<file path="config.mk">
export PLATFORM = sky130hd
export DESIGN_NAME = lidar_scan_segmenter
export DESIGN_NICKNAME = d
export VERILOG_FILES = /design/src/design/lss_pkg.sv /design/src/design/lss_ctrl.sv /design/src/design/lss_datapath.sv /design/src/design/lidar_scan_segmenter.sv
export SDC_FILE = /design/constraint.sdc
export NUM_CORES = 2
export LEC_CHECK = 0
export ABC_AREA = 1
export BUFFER_PORTS_ARGS = -buffer_cell sky130_fd_sc_hd__clkbuf_2
export CORE_MARGIN = 5
export CORE_UTILIZATION = 64
export CTS_BUF_LIST = sky130_fd_sc_hd__clkbuf_4 sky130_fd_sc_hd__clkbuf_8
export CTS_CLUSTER_SIZE = 12
export DETAILED_ROUTE_END_ITERATION = 10
export GPL_ROUTABILITY_DRIVEN = 0
export PLACE_DENSITY = 0.84
export SYNTH_ARGS = -nofsm -noshare
export SYNTH_HDL_FRONTEND = slang
export SYNTH_SLANG_ARGS = --single-unit
</file>
<file path="constraint.sdc">
create_clock -name clk -period 5.5 [get_ports clk]
set_input_delay 0.825 -clock clk [delete_from_list [all_inputs] [get_ports clk]]
set_output_delay 0.825 -clock clk [all_outputs]
set_load 0.01 [all_outputs]
</file>
<file path="src/design/lss_pkg.sv">
// Shared types and constants for the lidar scan segmenter.
package lss_pkg;

    // Field widths
    localparam int AZ_W   = 16;
    localparam int TIME_W = 63;
    localparam int ID_W   = 32;
    localparam int SIZE_W = 16;
    localparam int GAP_W  = 24;
    localparam int MISS_W = 8;
    localparam int TGAP_W = 32;
    localparam int QUOT_W = 17;
    localparam int ADDR_W = 3;
    localparam int DATA_W = 32;

    localparam logic [AZ_W-1:0]   FULL_TURN = 16'd36000;
    localparam logic [GAP_W-1:0]  GAP_MAX   = 24'hFF_FFFF;
    localparam logic [SIZE_W-1:0] SIZE_MAX  = 16'hFFFF;

    // Register indexes (paddr[2])
    localparam logic [0:0] REG_MAX_MISSING  = 1'b0;
    localparam logic [0:0] REG_MAX_TIME_GAP = 1'b1;

    localparam logic [MISS_W-1:0] MAX_MISSING_RST  = 8'd1;
    localparam logic [TGAP_W-1:0] MAX_TIME_GAP_RST = 32'd1200;

    typedef enum logic [1:0] {
        S_IDLE,
        S_RECIP,
        S_SCALE,
        S_UPDATE
    } state_t;

    // Controller to datapath commands
    typedef struct packed {
        logic load;
        logic recip;
        logic scale;
        logic commit;
    } cmd_t;

endpackage

</file>
<file path="src/design/lss_ctrl.sv">
// Sequencing controller: input/output handshakes and per-beat step commands.
module lss_ctrl
(
    input  logic          clk,
    input  logic          rst_n,
    input  logic          in_valid,
    output logic          in_ready,
    output logic          out_valid,
    input  logic          out_ready,
    output lss_pkg::cmd_t cmd
);

    lss_pkg::state_t state_reg;
    lss_pkg::state_t state_next;
    logic            out_valid_reg;
    logic            out_valid_next;

    // State and output-valid registers
    always_ff @(posedge clk or negedge rst_n)
    begin
        if (!rst_n)
        begin
            state_reg     <= lss_pkg::S_IDLE;
            out_valid_reg <= 1'b0;
        end
        else
        begin
            state_reg     <= state_next;
            out_valid_reg <= out_valid_next;
        end
    end

    // Next state and commands
    always_comb
    begin
        state_next = state_reg;
        cmd        = '0;
        in_ready   = 1'b0;
        unique case (state_reg)
            lss_pkg::S_IDLE:
            begin
                in_ready = 1'b1;
                if (in_valid)
                begin
                    cmd.load   = 1'b1;
                    state_next = lss_pkg::S_RECIP;
                end
            end
            lss_pkg::S_RECIP:
            begin
                cmd.recip  = 1'b1;
                state_next = lss_pkg::S_SCALE;
            end
            lss_pkg::S_SCALE:
            begin
                cmd.scale  = 1'b1;
                state_next = lss_pkg::S_UPDATE;
            end
            lss_pkg::S_UPDATE:
            begin
                // Hold until the result register is free
                if (!out_valid_reg || out_ready)
                begin
                    cmd.commit = 1'b1;
                    state_next = lss_pkg::S_IDLE;
                end
            end
            default:
            begin
                state_next = lss_pkg::S_IDLE;
            end
        endcase
    end

    // Load result beat on commit, drop it once taken
    always_comb
    begin
        if (cmd.commit)
        begin
            out_valid_next = 1'b1;
        end
        else if (out_ready)
        begin
            out_valid_next = 1'b0;
        end
        else
        begin
            out_valid_next = out_valid_reg;
        end
    end

    assign out_valid = out_valid_reg;

`ifndef SYNTHESIS
    a_accept_to_scale: assert property (@(posedge clk) disable iff (!rst_n)
        in_valid && in_ready |-> ##2 state_reg == lss_pkg::S_SCALE)
        else $error("accepted beat did not reach scale step");

    a_update_stall: assert property (@(posedge clk) disable iff (!rst_n)
        state_reg == lss_pkg::S_UPDATE && out_valid_reg && !out_ready
        |=> state_reg == lss_pkg::S_UPDATE)
        else $error("update left while result register full");

    a_commit_result: assert property (@(posedge clk) disable iff (!rst_n)
        cmd.commit |=> out_valid_reg && state_reg == lss_pkg::S_IDLE)
        else $error("commit did not present a result beat");
`endif

endmodule

</file>
<file path="src/design/lss_datapath.sv">
// Datapath: angle gap estimate, time gap test and scan state update.
module lss_datapath
#(
    parameter int BLOCKS = 12
)
(
    input  logic                          clk,
    input  logic                          rst_n,
    input  lss_pkg::cmd_t                 cmd,
    input  logic [lss_pkg::MISS_W-1:0]    max_missing_packets,
    input  logic [lss_pkg::TGAP_W-1:0]    max_time_gap_us,
    input  logic [lss_pkg::AZ_W-1:0]      first_azimuth,
    input  logic [lss_pkg::AZ_W-1:0]      last_azimuth,
    input  logic                          time_valid,
    input  logic [lss_pkg::TIME_W-1:0]    timestamp_us,
    output logic [lss_pkg::ID_W-1:0]      scan_id,
    output logic [lss_pkg::AZ_W-1:0]      scan_begin,
    output logic [lss_pkg::AZ_W-1:0]      scan_end,
    output logic [lss_pkg::SIZE_W-1:0]    scan_size,
    output logic                          new_scan,
    output logic                          scan_complete,
    output logic                          gap_unset
);

    // Reciprocal multiply for division by BLOCKS-1, exact for all x < 2^XW
    localparam int BW  = $clog2(BLOCKS);
    localparam int XW  = lss_pkg::AZ_W + BW;
    localparam int K   = XW + BW;
    localparam int DIV = BLOCKS - 1;
    localparam int MW  = K + 1;
    localparam int PW  = XW + MW;
    localparam logic [MW-1:0] RECIP = MW'(((64'd1 << K) / DIV) + 64'd1);
    localparam int GW  = lss_pkg::QUOT_W + lss_pkg::MISS_W;

    // Per-beat working registers
    logic [lss_pkg::AZ_W-1:0]     first_reg;
    logic [XW-1:0]                x_reg;
    logic                         wrap_reg;
    logic                         tvalid_reg;
    logic [lss_pkg::TIME_W-1:0]   ts_reg;
    logic [lss_pkg::TIME_W-1:0]   tdiff_reg;
    logic                         tahead_reg;
    logic [lss_pkg::QUOT_W-1:0]   q_reg;
    logic                         time_gap_reg;
    logic [lss_pkg::GAP_W-1:0]    gap_reg;

    // Scan state
    logic [lss_pkg::ID_W-1:0]     cur_id_reg;
    logic [lss_pkg::AZ_W-1:0]     cur_begin_reg;
    logic [lss_pkg::AZ_W-1:0]     cur_end_reg;
    logic [lss_pkg::SIZE_W-1:0]   cur_size_reg;
    logic [lss_pkg::TIME_W-1:0]   last_time_reg;
    logic                         last_valid_reg;
    logic                         new_scan_reg;
    logic                         complete_reg;
    logic                         gap_unset_reg;

    // Load-step logic
    logic [lss_pkg::AZ_W:0]       turn_sum;
    logic [lss_pkg::AZ_W+1:0]     wrap_diff;
    logic [lss_pkg::AZ_W-1:0]     d_span;
    logic [lss_pkg::TIME_W:0]     tdiff_full;

    // Reciprocal and scale steps
    logic [PW-1:0]                prod;
    logic [GW-1:0]                gap_prod;
    logic                         time_gap;
    logic [lss_pkg::GAP_W-1:0]    gap_next;

    // Commit-step logic
    logic [lss_pkg::AZ_W-1:0]     step;
    logic                         backward;
    logic                         too_far;
    logic                         no_scan;
    logic                         open_scan;
    logic [lss_pkg::AZ_W-1:0]     span_ext;
    logic [lss_pkg::AZ_W-1:0]     remain_ext;
    logic                         complete_ext;
    logic                         complete_open;

    // Unwrap the packet span; flag spans whose unwrapped difference goes negative
    always_comb
    begin
        turn_sum   = {1'b0, last_azimuth} + {1'b0, lss_pkg::FULL_TURN};
        wrap_diff  = {1'b0, turn_sum} - {2'b00, first_azimuth};
        if (last_azimuth >= first_azimuth)
        begin
            d_span = last_azimuth - first_azimuth;
        end
        else
        begin
            d_span = wrap_diff[lss_pkg::AZ_W-1:0];
        end
        tdiff_full = {1'b0, timestamp_us} - {1'b0, last_time_reg};
    end

    // Capture the beat
    always_ff @(posedge clk)
    begin
        if (cmd.load)
        begin
            first_reg  <= first_azimuth;
            x_reg      <= XW'(d_span) * XW'(BLOCKS);
            wrap_reg   <= (last_azimuth < first_azimuth) && wrap_diff[lss_pkg::AZ_W+1];
            tvalid_reg <= time_valid;
            ts_reg     <= timestamp_us;
            tdiff_reg  <= tdiff_full[lss_pkg::TIME_W-1:0];
            tahead_reg <= !tdiff_full[lss_pkg::TIME_W];
        end
    end

    // Divide by BLOCKS-1 and test the time gap
    always_comb
    begin
        prod     = PW'(x_reg) * PW'(RECIP);
        time_gap = tvalid_reg && last_valid_reg && tahead_reg &&
                   ((|tdiff_reg[lss_pkg::TIME_W-1:lss_pkg::TGAP_W]) ||
                    (tdiff_reg[lss_pkg::TGAP_W-1:0] > max_time_gap_us));
    end

    always_ff @(posedge clk)
    begin
        if (cmd.recip)
        begin
            q_reg        <= prod[K +: lss_pkg::QUOT_W];
            time_gap_reg <= time_gap;
        end
    end

    // Scale by tolerated missing packets and saturate
    always_comb
    begin
        gap_prod = GW'(q_reg) * GW'(max_missing_packets);
        if (max_missing_packets == '0)
        begin
            gap_next = '0;
        end
        else if (wrap_reg || (|gap_prod[GW-1:lss_pkg::GAP_W]))
        begin
            gap_next = lss_pkg::GAP_MAX;
        end
        else
        begin
            gap_next = gap_prod[lss_pkg::GAP_W-1:0];
        end
    end

    always_ff @(posedge clk)
    begin
        if (cmd.scale)
        begin
            gap_reg <= gap_next;
        end
    end

    // Decide between opening and extending a scan
    always_comb
    begin
        step          = first_reg - cur_end_reg;
        backward      = first_reg < cur_end_reg;
        too_far       = {{(lss_pkg::GAP_W-lss_pkg::AZ_W){1'b0}}, step} > gap_reg;
        no_scan       = cur_size_reg == '0;
        open_scan     = no_scan || time_gap_reg || backward || too_far;
        span_ext      = first_reg - cur_begin_reg;
        remain_ext    = lss_pkg::FULL_TURN - span_ext;
        complete_ext  = (first_reg >= cur_begin_reg) && (span_ext <= lss_pkg::FULL_TURN) &&
                        ({{(lss_pkg::GAP_W-lss_pkg::AZ_W){1'b0}}, remain_ext} < gap_reg);
        complete_open = {{(lss_pkg::GAP_W-lss_pkg::AZ_W){1'b0}}, lss_pkg::FULL_TURN} < gap_reg;
    end

    // Advance scan state and result flags
    always_ff @(posedge clk or negedge rst_n)
    begin
        if (!rst_n)
        begin
            cur_id_reg     <= '0;
            cur_begin_reg  <= '0;
            cur_end_reg    <= '0;
            cur_size_reg   <= '0;
            last_time_reg  <= '0;
            last_valid_reg <= 1'b0;
            new_scan_reg   <= 1'b0;
            complete_reg   <= 1'b0;
            gap_unset_reg  <= 1'b0;
        end
        else if (cmd.commit)
        begin
            cur_end_reg   <= first_reg;
            new_scan_reg  <= open_scan;
            gap_unset_reg <= gap_reg == '0;
            if (open_scan)
            begin
                cur_begin_reg <= first_reg;
                cur_size_reg  <= lss_pkg::SIZE_W'(1);
                complete_reg  <= complete_open;
                if (!no_scan)
                begin
                    cur_id_reg <= cur_id_reg + lss_pkg::ID_W'(1);
                end
            end
            else
            begin
                complete_reg <= complete_ext;
                if (cur_size_reg != lss_pkg::SIZE_MAX)
                begin
                    cur_size_reg <= cur_size_reg + lss_pkg::SIZE_W'(1);
                end
            end
            if (tvalid_reg)
            begin
                last_time_reg  <= ts_reg;
                last_valid_reg <= 1'b1;
            end
        end
    end

    assign scan_id       = cur_id_reg;
    assign scan_begin    = cur_begin_reg;
    assign scan_end      = cur_end_reg;
    assign scan_size     = cur_size_reg;
    assign new_scan      = new_scan_reg;
    assign scan_complete = complete_reg;
    assign gap_unset     = gap_unset_reg;

`ifndef SYNTHESIS
    a_end_after_begin: assert property (@(posedge clk) disable iff (!rst_n)
        cur_end_reg >= cur_begin_reg)
        else $error("scan end fell behind scan begin");

    a_size_after_commit: assert property (@(posedge clk) disable iff (!rst_n)
        cmd.commit |=> cur_size_reg != '0)
        else $error("scan size zero after a committed packet");
`endif

endmodule

</file>
<file path="src/design/lidar_scan_segmenter.sv">
// Top level: configuration registers, controller and datapath.
//
//  channel | signals                                            | direction
//  --------+----------------------------------------------------+----------
//  in      | in_valid/in_ready, first_azimuth, last_azimuth,    | to block
//          | time_valid, timestamp_us                           |
//  out     | out_valid/out_ready, scan_id, scan_begin, scan_end,| from block
//          | scan_size, new_scan, scan_complete, gap_unset      |
//  cfg     | psel, penable, pwrite, paddr, pwdata, prdata,      | APB slave
//          | pready                                             |
//
// A packet passes through capture, divide-by-reciprocal multiply, gap scaling
// multiply and scan update in turn; the two multiplies are chained.
// in_ready is high only while the sequencer is idle; a result beat waiting in
// the output register does not block the next capture, only the next update.
// Reset clears scan state, last timestamp and the registers to 1 and 1200.
module lidar_scan_segmenter
#(
    parameter int BLOCKS = 12
)
(
    input  logic                           clk,
    input  logic                           rst_n,
    input  logic                           in_valid,
    output logic                           in_ready,
    input  logic [lss_pkg::AZ_W-1:0]       first_azimuth,
    input  logic [lss_pkg::AZ_W-1:0]       last_azimuth,
    input  logic                           time_valid,
    input  logic [lss_pkg::TIME_W-1:0]     timestamp_us,
    output logic                           out_valid,
    input  logic                           out_ready,
    output logic [lss_pkg::ID_W-1:0]       scan_id,
    output logic [lss_pkg::AZ_W-1:0]       scan_begin,
    output logic [lss_pkg::AZ_W-1:0]       scan_end,
    output logic [lss_pkg::SIZE_W-1:0]     scan_size,
    output logic                           new_scan,
    output logic                           scan_complete,
    output logic                           gap_unset,
    input  logic                           psel,
    input  logic                           penable,
    input  logic                           pwrite,
    input  logic [lss_pkg::ADDR_W-1:0]     paddr,
    input  logic [lss_pkg::DATA_W-1:0]     pwdata,
    output logic [lss_pkg::DATA_W-1:0]     prdata,
    output logic                           pready
);

    logic [lss_pkg::MISS_W-1:0] max_missing_reg;
    logic [lss_pkg::TGAP_W-1:0] max_time_gap_reg;
    logic                       cfg_write;
    lss_pkg::cmd_t              cmd;

    assign pready    = 1'b1;
    assign cfg_write = psel && penable && pwrite && pready;

    // Configuration register writes
    always_ff @(posedge clk or negedge rst_n)
    begin
        if (!rst_n)
        begin
            max_missing_reg  <= lss_pkg::MAX_MISSING_RST;
            max_time_gap_reg <= lss_pkg::MAX_TIME_GAP_RST;
        end
        else if (cfg_write)
        begin
            unique case (paddr[2])
                lss_pkg::REG_MAX_MISSING:
                begin
                    max_missing_reg <= pwdata[lss_pkg::MISS_W-1:0];
                end
                lss_pkg::REG_MAX_TIME_GAP:
                begin
                    max_time_gap_reg <= pwdata[lss_pkg::TGAP_W-1:0];
                end
                default:
                begin
                    max_missing_reg <= max_missing_reg;
                end
            endcase
        end
    end

    // Register read mux
    always_comb
    begin
        unique case (paddr[2])
            lss_pkg::REG_MAX_MISSING:
            begin
                prdata = lss_pkg::DATA_W'(max_missing_reg);
            end
            lss_pkg::REG_MAX_TIME_GAP:
            begin
                prdata = lss_pkg::DATA_W'(max_time_gap_reg);
            end
            default:
            begin
                prdata = '0;
            end
        endcase
    end

    lss_ctrl u_ctrl
    (
        .clk       (clk),
        .rst_n     (rst_n),
        .in_valid  (in_valid),
        .in_ready  (in_ready),
        .out_valid (out_valid),
        .out_ready (out_ready),
        .cmd       (cmd)
    );

    lss_datapath
    #(
        .BLOCKS (BLOCKS)
    )
    u_datapath
    (
        .clk                 (clk),
        .rst_n               (rst_n),
        .cmd                 (cmd),
        .max_missing_packets (max_missing_reg),
        .max_time_gap_us     (max_time_gap_reg),
        .first_azimuth       (first_azimuth),
        .last_azimuth        (last_azimuth),
        .time_valid          (time_valid),
        .timestamp_us        (timestamp_us),
        .scan_id             (scan_id),
        .scan_begin          (scan_begin),
        .scan_end            (scan_end),
        .scan_size           (scan_size),
        .new_scan            (new_scan),
        .scan_complete       (scan_complete),
        .gap_unset           (gap_unset)
    );

endmodule

</file>
==> reports/metrics.sh <==
FINAL.PERIOD_UTILIZATION=0.9713
TIMING.CRITICAL_PATH.CELLS='fa_1 > ha_1 > inv_1 > fa_1 > fa_1 > inv_1 > fa_1 > inv_1 > fa_1 > inv_1 > ha_1 > nand2_1 > nor2_1 > inv_1 > o21ai_1 > a21oi_2 > nand2_2 > nand2_1 > nand3b_1 > nand2_1'
WORST-SLEW-PIN-TRANSITION_PS=1137
CRITPATHBUFINV=5
WORST-ENDPOINT-ARRIVAL_PS=5750
R2R_START='u_datapath.x_reg[14]'
CTS_MADE_BUFFERS=69
POSTROUTEWIRELENGTH_UM=99450
DESIGN.DIE.AREA_UM2=61930
ANTENNA_FOUND_INITIAL=13
TIMING.SLEW.HEADROOM=0.2422
MAXUSEDROUTINGLAYER='met4'
MET2WIRELENGTH_UM=45100
DETAILEDROUTE.FIRSTPASSITERATIONCOUNT=9
HOLDWS_PS=146.5
INITIAL_UTIL=0.6464
CHIPHEIGHT_UM=248.9
CPLARGESTDELAYFAMILY='adder cells'
CTS_TREE='done'
TIMING_HOLD_VIOLATIONS_FINAL=0
SYNTH-SEQ-CELLS=395
SYNTH_ENABLE_FLOP_CELLS=205
SHARE_OF_LAYOUT_CELLS_ABOVE_DRIVE_STRENGTH_1=0.09467
CRITPATHKIND='flip-flop to flip-flop'
ROUTE.DETAILED.VIAS_PER_INST=5.660
SETUP_SLACK_AFTER_LAYOUT_PS=157.7
SETUP-VIOLATIONS-FINAL=0
SLOWEST_CELL_ON_THE_CRITICAL_PATH='sky130_fd_sc_hd__fa_1'
DESIGN.PORTCOUNT=256
SYNTH_AREA_UM2=36520
CLOCK_LATENCY_REPORTED_FOR_THE_LATE_SIDE_OF_THE_WORST_SKEW_PAIR_PS=690
DRC=3
SYNTH_TOP_FLOP_CELL='sky130_fd_sc_hd__edfxtp_1'
FIN_SKEW_PS=40.94
GRT_PASS1_WL_UM=160100
START_KIND='flip-flop'
CLOCK_SINK_COUNT=395
POSTSYNTH.ASYNCRESETSHARE=0.4810
SYNTH.LIB_CELLS_USED.DISTINCT=59
CORE.ROWCOUNT=87
MIN-DELAY-PATH-CLASS='input port to async pin'
MOST-COMMON-LAYOUT-CELLS='985 x sky130_fd_sc_hd__inv_1, 957 x sky130_fd_sc_hd__nand2_1, 420 x sky130_fd_sc_hd__nor2_1, 400 x sky130_fd_sc_hd__ha_1, 364 x sky130_fd_sc_hd__a21oi_1'
PERIOD_MINUS_SLACK_PS=5342
POSTSYNTHCELLCOUNT=4651
ROUTEDLENGTHMET1_UM=39590
CP-STARTPOINT='u_datapath.x_reg[14]'
GR_OVERFLOW_TOTAL=0
DESIGN.FINAL.NETS=5681
DRT_FIRST_ITER_VIOLATIONS=3076
ROUTE.VIAS.TOTAL=32580
YS.WARNINGS.COUNT=0
TIMING.FMAX_MHz=187.2
I_O_BUFFERS=252
POSTSYNTHAREAPERCELL_UM2=7.851
GRT_UTIL_ALL_LAYERS=0.3139
GRT_START_MAX_NET_PINS=120
SEQ_AREA_FRAC_SYNTH=0.2990
CTSHTREEMAXLEVEL=3
HPWLAFTERDP_UM=79850
DIE_W_UM=248.9
RUN_STATUS='finished with violations'
WORST-ENDPOINT-REQUIRED_PS=5910
VIOLATIONS='DRC'
CLOCK-ROOT-BUFFER='sky130_fd_sc_hd__clkbuf_8'
FIRST_GLOBAL_VIAS=31820
CRITPATHMAXFANOUT=5
CORE_UM2=56500
CAP_VIOLATIONS=0
PRECTSSETUPSLACK_PS=112.1
TIMING_MAX_TRANSITION_VIOLATIONS_FINAL=0
MET3_ROUTED_WL_UM=9538
WORST_STAGE_DELAY_ON_THE_CRITICAL_PATH_PS=570
ANTENNA_VIOLATING_NETS_POST_ROUTE=0
CTSLONGESTPATHBUFFERS=3
WORST_SETUP_HOLD_PATH_CLK_SLEW_PS=60
SYNTH_FP_NETS=5403
LEADING_CELL_TYPE_IN_THE_LAYOUT_FILL_AND_TAPS_EXCLUDED='sky130_fd_sc_hd__inv_1'
SYN2LAYOUT_AREA_GROWTH_PCT=10.45
CRITPATHCAPTURETYPE='flip-flop'
WL_PER_CELL_UM=17.28
[layout make-up]
type / instances / area [µm²]
inverter: 992 / 3729
antenna: 14 / 35.03
clock inverter: 34 / 349.1
clock buffer: 94 / 1181
tap: 756 / 945.9
sequential: 395 / 10920
multi-input combinational: 3182 / 21600
fill: 4252 / 16160
timing repair buffer: 289 / 1573
[Yosys cell counts (15+ instances only)]
| cell type | count | share of area |
|---|---|---|
| sky130_fd_sc_hd__inv_1 | 989 | 0.10 |
| sky130_fd_sc_hd__nand2_1 | 961 | 0.099 |
| sky130_fd_sc_hd__nor2_1 | 424 | 0.044 |
| sky130_fd_sc_hd__ha_1 | 402 | 0.14 |
| sky130_fd_sc_hd__a21oi_1 | 368 | 0.050 |
| sky130_fd_sc_hd__o21ai_0 | 221 | 0.030 |
| sky130_fd_sc_hd__fa_1 | 212 | 0.12 |
| sky130_fd_sc_hd__edfxtp_1 | 205 | 0.17 |
| sky130_fd_sc_hd__dfrtp_1 | 185 | 0.13 |
| sky130_fd_sc_hd__nand3_1 | 127 | 0.017 |
| sky130_fd_sc_hd__xor2_1 | 123 | 0.030 |
| sky130_fd_sc_hd__nand4_1 | 54 | 0.0093 |
| sky130_fd_sc_hd__nor3_1 | 50 | 0.0069 |
| sky130_fd_sc_hd__clkbuf_1 | 37 | 0.0038 |
| sky130_fd_sc_hd__xnor2_1 | 34 | 0.0082 |
| sky130_fd_sc_hd__nor4_1 | 24 | 0.0041 |
| sky130_fd_sc_hd__a31oi_1 | 23 | 0.0039 |
| sky130_fd_sc_hd__o21bai_1 | 22 | 0.0045 |
| sky130_fd_sc_hd__buf_1 | 19 | 0.0020 |
| sky130_fd_sc_hd__o21ai_1 | 17 | 0.0023 |
| sky130_fd_sc_hd__nand3b_1 | 16 | 0.0033 |
| sky130_fd_sc_hd__a21o_1 | 15 | 0.0031 |
| sky130_fd_sc_hd__buf_2 | 15 | 0.0021 |
[metrics by stage]
stage          area [µm²]  instances  setup TNS [ps]  utilization
3_3_place_gp        38620       5606               0       0.6837
5_1_grt             40320       5753          -204.0       0.7138
6_report            40330       5756               0       0.7139
2_1_floorplan       36520       4651               0            -
4_1_cts             40150       5734               0       0.7107
3_5_place_dp        38620       5606               0       0.6837
[timing repair]
| item | in CTS | in global routing |
|---|---|---|
| setup endpoints to repair | 0 | 38 |
| gates resized for setup | 0 | 31 |
| setup buffers | 0 | 8 |
| hold buffers | 0 | 0 |
[final timing paths]
path | to | depth (start not counted) | slack (ps)
worst max-delay path | u_datapath.q_reg[16] | 20 | 160
worst min-delay path | u_datapath.scan_id[7] | 1 | 150
worst max register to register | u_datapath.q_reg[16] | 20 | 160
worst min register to register | u_datapath.new_scan | 2 | 490
max in group asynchronous | max_missing_reg[2] | 2 | 4230
min in group clk | u_datapath.ts_reg[41] | 1 | 340
[cells by family (layout without fill, tap and decap cells)]
kind of cell    count (synthesis)  after routing  share of synthesized area
simple gates                 1695           1695                     0.1921
buf+inv                      1074           1409                     0.1120
compound gates                713            713                     0.1047
fa+ha+maj                     614            614                     0.2540
flops                         395            395                     0.2990
xor+xnor                      157            157                    0.03766
mux                             2              2                  0.0005825
other cells                     1             15                  0.0001027
[metal layers]
metal / track usage / vias up
met5: 0 / -
met4: 0.1454 / 0
met3: 0.06713 / 337
met2: 0.4991 / 1690
met1: 0.4151 / 15200
li1: - / 15350
[worst reg2reg max path, stage by stage, from the launching register on]
cell and delay [ps]:
sky130_fd_sc_hd__edfxtp_1 500, sky130_fd_sc_hd__fa_1 540, sky130_fd_sc_hd__ha_1 320, sky130_fd_sc_hd__inv_1 60, sky130_fd_sc_hd__fa_1 540, sky130_fd_sc_hd__fa_1 570
sky130_fd_sc_hd__inv_1 60, sky130_fd_sc_hd__fa_1 530, sky130_fd_sc_hd__inv_1 50, sky130_fd_sc_hd__fa_1 550, sky130_fd_sc_hd__inv_1 50, sky130_fd_sc_hd__ha_1 360
sky130_fd_sc_hd__nand2_1 120, sky130_fd_sc_hd__nor2_1 110, sky130_fd_sc_hd__inv_1 80, sky130_fd_sc_hd__o21ai_1 230, sky130_fd_sc_hd__a21oi_2 90, sky130_fd_sc_hd__nand2_2 110
sky130_fd_sc_hd__nand2_1 70, sky130_fd_sc_hd__nand3b_1 80, sky130_fd_sc_hd__nand2_1 60
Power is not shown: default switching activity piles up to over one toggle a cycle in this logic, so the estimate is an artifact.
